$ cat config.mk
export PLATFORM = sky130hd
export DESIGN_NAME = ffpa_cell
export DESIGN_NICKNAME = d
export VERILOG_FILES = /design/src/hw/rtl/ffpa_cell.sv
export SDC_FILE = /design/constraint.sdc
export NUM_CORES = 1
export LEC_CHECK = 0
export BUFFER_PORTS_ARGS = -buffer_cell sky130_fd_sc_hd__buf_2
export CAP_MARGIN = 15
export CORE_MARGIN = 2
export CORE_UTILIZATION = 38
export CTS_CLUSTER_DIAMETER = 120
export DETAILED_ROUTE_END_ITERATION = 8
export MAX_ROUTING_LAYER = met4
export PLACE_DENSITY_LB_ADDON = 0.1
export SYNTH_ARGS = -nofsm -noshare
export SYNTH_HDL_FRONTEND = slang
export SYNTH_SLANG_ARGS = --single-unit
$ cat constraint.sdc
create_clock -name clk -period 0.8 [get_ports clk]
set_input_delay 0.2 -clock clk [delete_from_list [all_inputs] [get_ports clk]]
set_output_delay 0.2 -clock clk [all_outputs]
set_load 0.01 [all_outputs]
$ cat src/hw/rtl/ffpa_cell.sv
module ffpa_cell #(
    parameter int SW         = 15,
    parameter bit INIT_VALID = 1'b0,
    parameter int INIT_START = 0,
    parameter int INIT_UNITS = 0
) (
    input  logic          clk,
    input  logic          rst_n,
    input  logic          shift,
    input  logic          d_valid,
    input  logic [SW-1:0] d_start,
    input  logic [SW-1:0] d_units,
    output logic          q_valid,
    output logic [SW-1:0] q_start,
    output logic [SW-1:0] q_units
);

    logic          valid_reg;
    logic [SW-1:0] start_reg;
    logic [SW-1:0] units_reg;

    // One extent slot; takes its neighbour's entry on every shift
    always_ff @(posedge clk or negedge rst_n)
    begin
        if (!rst_n)
        begin
            valid_reg <= INIT_VALID;
            start_reg <= SW'(INIT_START);
            units_reg <= SW'(INIT_UNITS);
        end
        else if (shift)
        begin
            valid_reg <= d_valid;
            start_reg <= d_start;
            units_reg <= d_units;
        end
    end

    assign q_valid = valid_reg;
    assign q_start = start_reg;
    assign q_units = units_reg;

endmodule

==> impl_metrics.py <==
metrics = {
    "run_status": {
        "status": "complete, but fails checks",
        "violations": "setup timing",
    },
    "synth": {
        "synthFlopType": "dfrtp_1",
        "synth_top_area_share": 0.670,
        "synth_area_mm2": 0.00116,
        "synth_edf_count": 0,
        "avgSynthCellArea_um2": 17.8,
        "seq_area_frac_synth": 0.670,
        "synthTopCellsByArea": "dfrtp_1, mux2_2, buf_6",
        "syn-num-nets": 99,
        "ys_types": 3,
        "yosysWarnings": 0,
        "async_flop_share": 1.00,
        "yosys_register_bits": 31,
        "syn_inst": 65,
        "yosys.area.top_type": "dfrtp_1",
        "ys_top_cells_by_count": "dfrtp_1, mux2_2, buf_6",
    },
    "critical_path": {
        "max_stage_delay_ns": 0.39,
        "required_ns": 0.60,
        "start_kind": "flop",
        "end_kind": "output pin",
        "crit_type": "reg2out",
        "cp.depth": 1,
        "crit_chain": "buf_2",
        "rr_endpoint": "q_start[1]",
        "cp_data_arrival_time_ns": 0.85,
        "cp.buffers_inverters": 1,
        "r2r-start": "q_start[1]",
        "startpoint": "q_units[13]",
        "crit_family": "flip-flops",
        "ff2ff_setup_slack_ns": -0.06,
        "slowest_stage": "dfrtp_1",
        "rr_worst_depth": 2,
        "cp_max_fo": 2,
    },
    "layout": {
        "fin_util": 0.547,
        "fin_nets": 172,
        "diodes": 0,
        "final_area_mm2": 0.00163,
        "drive_above_1_share": 0.768,
        "syn_to_final_growth_pct": 40.5,
    },
    "die": {
        "rows": 20,
        "core-area_mm2": 0.00298,
        "die-area_mm2": 0.00351,
        "start_util": 0.389,
        "die_x_um": 59.2,
        "io_pins": 65,
        "die_h_um": 59.2,
    },
    "timing": {
        "fin_crit_sh": 1.31,
        "max_freq_mhz": 951,
        "finalWorstPathRequiredPeriod_ns": 1.05,
        "final.setup_skew_ns": 0,
        "rsz0062_at_grt": "yes",
        "slew_headroom": 0.892,
        "hold_viol": 0,
        "final_max_slew_viol_count": 0,
        "timing.final.ws_setup_ns": -0.251,
        "finalSetupViolCount": 32,
        "worst_pin_slew_ns": 0.162,
    },
    "routing": {
        "num_vias": 793,
        "antenna_left": 0,
        "drtIter0Drc": 17,
        "viasPerCell": 4.64,
        "firstDrtPassIters": 4,
        "drc": 0,
        "wire_per_inst_um": 12.4,
        "wirelength_um": 2110,
    },
    "place": {
        "pre_cts_ws_ns": -0.168,
        "port_buffers": 64,
        "gp_congestion": 0.666,
        "dp_hpwl_um": 1590,
        "dpl-instance-area_mm2": 0.00155,
    },
    "clock_tree": {
        "cts_htree_levels": 2,
        "clock_latency_ns": 0.32,
        "path_clk_slew_ns": 0.09,
        "clkSinkCount": 31,
        "cts_buffer_depth": 2,
        "cts_made_buffers": 5,
        "cts_tree": "done",
        "cts_root_buffer": "clkbuf_4",
    },
    "global_routing": {
        "grt_overflow": 0,
        "grt_pass1_vias": 787,
        "grt_usage": 0.143,
        "grt_max_degree": 32,
        "antenna_found_initial": 0,
        "grt_pass1_wl_um": 3460,
    },
    "pwr": {
        "vdd.ir_drop.worst_mv": 1.04,
        "p_leak_uw": 0.000814,
        "power_uw": 3270,
        "cellPowerDensity_mw_per_mm2": 2010,
    },
    "hold_path": {
        "hp-start": "d_start[4]",
        "holdPathStages": 2,
        "hold_path.class": "in2reg",
        "worstHoldEndpoint": "q_start[4]",
    },
    "job": {
        "cap_violations": 0,
    },
}
[registers in the layout, indices dropped and copies added (netlist names)]
register  flops
q_valid       1
q_units      15
q_start      15
[where the power goes]
group	switching [uW]	internal (uW)
Combinational	253	342
Sequential	69.2	1720
Clock	479	406
[worst register-to-register path, delay by kind of cell, from the launching register on]
kind	cells	cell delay, ns
buffers and inverters	1	0.11
muxes	1	0.25
DFF	1	0.39
[stage by stage]
step	TNS, ns	hold WS [ns]	cells
floorplan	0	-0.0956	65
global placement	-4.65	0.165	162
detailed placement	-4.86	0.165	162
CTS	-8.17	0.0848	171
global route	-9.26	0.0721	171
finish	-7.37	0.108	171
[routing by layer]
metal	up-vias	track usage	wire, um
li1	371	-	-
met1	380	0.143	795
met2	38	0.229	1100
met3	4	0.0721	195
met4	0	0.0682	23
met5	-	-	0
[how the worst max path moves through the flow]
stage / end / slack [ns]
after global placement: q_units[6] / -0.15
after floorplan: q_start[0] / 0.03
final: q_units[13] / -0.25
after detailed placement: q_units[3] / -0.17
after CTS: q_units[13] / -0.29
after global routing: q_units[10] / -0.32
[repair_timing]
| item | CTS | global route |
|---|---|---|
| hold endpoints to repair | 31 | 0 |
| cloned | 0 | 0 |
| setup endpoints to repair | 31 | 32 |
| buffers inserted | 1 | 1 |
| gates resized for setup | 0 | 2 |
| hold buffers | 1 | 0 |
[cell families (layout without fill, tap and decap cells)]
kind of cell | count (synthesis) | in the layout | share of synthesized area
buf+inv | 3 | 76 | 0.0292
mux | 31 | 31 | 0.301
flops | 31 | 31 | 0.670
[placed cells by master, fill, tap and decap left out]
cell type and instances:
buf_2 64, dfrtp_1 31, mux2_2 30, clkbuf_4 5, buf_12 3, mux2_4 1
clkbuf_8 1, clkinv_2 1, dlygate4sd3_1 1, buf_6 1
[cell type report]
type,instances,area (um2)
fillers,268,1350
multi-input cells,31,353
clock inverters,1,5.00
well taps,33,41.3
flip-flops and latches,31,776
clock buffers,6,51.3
repair buffers,69,402
No activity file was read; power rests on OpenSTA's default activity.
