`src/hw/rtl/ffpa_pkg.sv`:
```
package ffpa_pkg;

    // Controller states
    typedef enum logic [2:0] {
        S_CLEAR,
        S_IDLE,
        S_DIV,
        S_SCAN,
        S_DECIDE,
        S_EDIT,
        S_DONE
    } state_t;

    // Request modes (code 3 is unused)
    localparam logic [1:0] MODE_ALLOC = 2'd0;
    localparam logic [1:0] MODE_FREE  = 2'd1;
    localparam logic [1:0] MODE_QUERY = 2'd2;

    // Result status codes
    localparam logic [1:0] STAT_OK         = 2'd0;
    localparam logic [1:0] STAT_NO_SPACE   = 2'd1;
    localparam logic [1:0] STAT_BAD_ADDR   = 2'd2;
    localparam logic [1:0] STAT_TABLE_FULL = 2'd3;

    // Field widths
    localparam int REQ_W   = 32;
    localparam int ADDR_W  = 25;
    localparam int BYTES_W = 26;

    // Divider control
    typedef struct packed {
        logic start;
    } div_ctl_t;

endpackage

```
`src/hw/rtl/ffpa_div.sv`:
```
module ffpa_div #(
    parameter int DW      = 34,
    parameter int DIVISOR = 1024
) (
    input  logic                                clk,
    input  logic                                rst_n,
    input  ffpa_pkg::div_ctl_t                  ctl_in,
    input  logic [DW-1:0]                       dividend,
    output logic                                done,
    output logic [DW-1:0]                       quotient,
    output logic [$clog2(DIVISOR+1):0]          remainder
);
    import ffpa_pkg::*;

    localparam int RW = $clog2(DIVISOR + 1) + 1;
    localparam int SH = $clog2(DIVISOR);

    logic          done_reg;
    logic [DW-1:0] num_reg;
    logic [RW-1:0] rem_reg;

    // Result is ready in the cycle after start
    always_ff @(posedge clk or negedge rst_n)
    begin
        if (!rst_n)
            done_reg <= 1'b0;
        else
            done_reg <= ctl_in.start;
    end

    // Divisor is a power of two: shift for the quotient, mask for the remainder
    always_ff @(posedge clk)
    begin
        if (ctl_in.start)
        begin
            num_reg <= dividend >> SH;
            rem_reg <= RW'(dividend[SH-1:0]);
        end
    end

    assign done      = done_reg;
    assign quotient  = num_reg;
    assign remainder = rem_reg;

endmodule

```
`config.mk`:
```
export PLATFORM = sky130hd
export DESIGN_NAME = ffpa_div
export DESIGN_NICKNAME = d
export VERILOG_FILES = /design/src/hw/rtl/ffpa_pkg.sv /design/src/hw/rtl/ffpa_div.sv
export SDC_FILE = /design/constraint.sdc
export NUM_CORES = 1
export LEC_CHECK = 0
export BUFFER_PORTS_ARGS = -buffer_cell sky130_fd_sc_hd__buf_4
export CAP_MARGIN = 20
export CORE_MARGIN = 2
export CORE_UTILIZATION = 35
export CTS_CLUSTER_DIAMETER = 100
export DETAILED_ROUTE_END_ITERATION = 12
export GPL_ROUTABILITY_DRIVEN = 0
export HOLD_SLACK_MARGIN = 0.15
export PLACE_DENSITY_LB_ADDON = 0.08
export SYNTH_ARGS = -nofsm -noshare
export SYNTH_HDL_FRONTEND = slang
export SYNTH_SLANG_ARGS = --single-unit
export TNS_END_PERCENT = 100
```
`constraint.sdc`:
```
create_clock -name clk -period 0.8 [get_ports clk]
set_clock_uncertainty 0.15 [all_clocks]
set_input_delay 0.16 -clock clk [delete_from_list [all_inputs] [get_ports clk]]
set_output_delay 0.16 -clock clk [all_outputs]
set_load 0.05 [all_outputs]
```
==> parameters.txt <==
Parameter                              Value

Outcome
  Outcome ... finished with violations
  Failing checks ... negative hold slack, negative setup slack

Critical path
  Data required time of the critical path ... 490 ps
  Largest incremental delay on the critical path ... 410 ps
  Crit-path cells ... buf_6
  WP buf/inv ... 1
  Worst Setup End Kind ... output port
  Worst path slowest cell ... sky130_fd_sc_hd__edfxtp_1
  Family of cells with the greatest summed delay on the critical path ... flip-flops
  Arrival @ worst endpoint ... 920 ps
  Maximum fanout encountered on the critical timing path ... 1
  Category of the most critical setup path ... flip-flop to output port
  CP Launch Type ... flip-flop

Global routing
  Number of global-route vias before repair ... 694
  Remaining global-route overflow ... 0
  Initial antenna violation count ... 0
  Global-route wire length before repair ... 3.09 mm
  Largest net degree at the start of global routing ... 21
  Total global-route track usage ... 0.125

Layout
  Final design area excluding fillers ... 0.00191 sq mm
  Number of non-filler instances in the completed layout ... 173
  Nets ... 165
  Number of filler cells placed in the layout ... 237
  Antenna diode instance count ... 0
  Proportion of layout cells with a drive suffix above 1 ... 0.620
  Area Overhead vs Synth ... 67.7%
  Register Area ... 0.00105 sq mm
  Flip-flop count of the largest register, all copies and words added ... 24
  Multi-input gate area ... 45.0 sq um

Floorplan
  Count of boundary I/O pins ... 84
  Horizontal die dimension ... 61.1 microns
  DIE HEIGHT ... 61.1 microns
  DIE AREA ... 0.00373 sq mm
  Initial cell density of the core ... 0.370
  Number of rows in the core area ... 20
  Core region area ... 0.00308 sq mm

STA
  Shortest clock period the worst path allows after layout ... 1230 ps
  Count of endpoints failing setup in the final report ... 35
  Minimum hold slack ... -155 ps
  Highest clock rate ... 814 MHz
  Worst path setup slack after routing ... -428 ps
  Unrepaired setup endpoints after global routing ... yes
  Period utilization ... 1.53
  Final max-slew violation count ... 0
  Hold Vio Cnt, Final ... 35

Clock tree
  H-tree depth reported by CTS ... 2
  Buffers inserted by post-CTS timing repair ... 0
  CTS clock-pin slew for the worst setup and hold paths ... 100 ps
  Post-cts hold buffer count ... 1
  Clock root cell ... sky130_fd_sc_hd__clkbuf_4
  Clock tree from TritonCTS ... built
  Number of buffers on the longest clock path ... 2
  Clock buffer count from CTS ... 5
  TritonCTS Sinks ... 35

Placed design
  Number of port buffers ... 71
  Pre-CTS setup slack ... -97.0 ps
  Placed cell count ... 164
  Area post-placement ... 0.00172 sq mm

Routing
  1st-pass router iterations ... 4
  Vias ... 675
  Total DRC errors in the routed layout ... 0
  Detailed router's first-iteration violation count ... 7
  Total Routed Length ... 2.19 mm
  Count of antenna-violating nets left after detailed routing ... 0
  WL/cell ... 12.6 microns
  Avg Vias per Cell ... 3.90

Power and ir drop
  Switch Pwr ... 1340 uW
  Part of the total power dissipated in sequential elements ... 0.526
  Total power after layout ... 4240 uW
  Gate power share ... 0.263
  Power density of the placed cells ... 2220 mW/mm^2
  Maximum ir drop on the vdd rail ... 0.00109 V
  Switching fraction of total power ... 0.316
  Internal power of the cells ... 2900 uW
  Clock network power share ... 0.211
  Leak ... 0.000819 uW

Worst hold path
  Hold EP ... remainder[8]$_DFFE_PP_
  Hold_sp ... dividend[8]
  Type of the worst min-delay path ... primary input to flip-flop
  Hold Crit Depth ... 1

Yosys
  Syn avg cell area ... 23.7 sq um
  Cell area after synthesis ... 0.00114 sq mm
  Part of the Yosys area used for sequential elements ... 0.918
  Post-synthesis cell count ... 48
  Synth warn ... 0
  Number of different library cells in the post-synthesis netlist ... 4
  Post-synthesis register bit count ... 35

Run
  Count of max-cap constraint violations ... 0
==> synthesized netlist by cell type <==
cell                        n  share of area
sky130_fd_sc_hd__conb_1     1         0.0033
sky130_fd_sc_hd__buf_4     12          0.079
sky130_fd_sc_hd__dfrtp_1    1          0.022
sky130_fd_sc_hd__edfxtp_1  34           0.90
==> cell families (layout without fill, tap and decap cells) <==
logic type,after synthesis,after routing,share of synthesized area
other cells,1,12,0.00329
buf+inv,12,82,0.0790
flops,35,35,0.918
==> placed cells by master, fill, tap and decap left out <==
cell                            count
sky130_fd_sc_hd__buf_12             2
sky130_fd_sc_hd__buf_4             36
sky130_fd_sc_hd__buf_6             35
sky130_fd_sc_hd__clkbuf_1           2
sky130_fd_sc_hd__clkbuf_4           5
sky130_fd_sc_hd__clkinv_2           1
sky130_fd_sc_hd__conb_1            12
sky130_fd_sc_hd__dfrtp_2            1
sky130_fd_sc_hd__dlygate4sd3_1      1
sky130_fd_sc_hd__edfxtp_1          34
==> area by class of cell <==
cell class                      instances  share of cell area
Clock buffer                            7              0.0236
Clock inverter                          1             0.00262
Multi-Input combinational cell         12              0.0236
Sequential cell                        35               0.548
Tap cell                               44              0.0288
Timing Repair Buffer                   74               0.374
==> worst max-delay path by stage <==
stage,start,end,slack (ps),cells past startpoint
global route,remainder[8]$_DFFE_PP_,remainder[8],-490,1
CTS,remainder[0]$_DFFE_PP_,remainder[0],-460,1
finish,remainder[8]$_DFFE_PP_,remainder[8],-430,1
detailed placement,ctl_in,quotient[11]$_DFFE_PP_,-100,2
global placement,ctl_in,quotient[11]$_DFFE_PP_,-90,2
floorplan,quotient[0]$_DFFE_PP_,quotient[0],-110,0
==> metal layers <==
| layer | vias up | GRT usage | part of all wire |
|---|---|---|---|
| li1 | 316 | - | - |
| met1 | 306 | 0.118 | 0.32 |
| met2 | 47 | 0.205 | 0.55 |
| met3 | 6 | 0.0882 | 0.11 |
| met4 | 0 | 0.0559 | 0.019 |
| met5 | - | 0 | 0 |
==> stage by stage <==
stage | setup TNS, ps | util
CTS | -14730 | 0.621
global route | -15990 | 0.621
finish | -13940 | 0.621
global placement | -4290 | 0.559
detailed placement | -4640 | 0.559
floorplan | -3760 | -
==> power groups by stage <==
| stage | Clock [uW] | Combinational (uW) | Sequential (uW) |
|---|---|---|---|
| floorplan | 0 | 168 | 2750 |
| global placement | 0 | 1020 | 2240 |
| detailed placement | 0 | 1030 | 2250 |
| CTS | 940 | 1120 | 2230 |
| global route | 1030 | 1150 | 2250 |
| finish | 896 | 1110 | 2230 |
==> timing repair <==
item                                    CTS  global route
gates resized for setup                  35             0
endpoints found under the setup margin   35            35
pin swaps                                 0             0
cloned                                    0             0
endpoints found under the hold margin    70            70
Note: power is estimated with default switching activity, not from simulation.
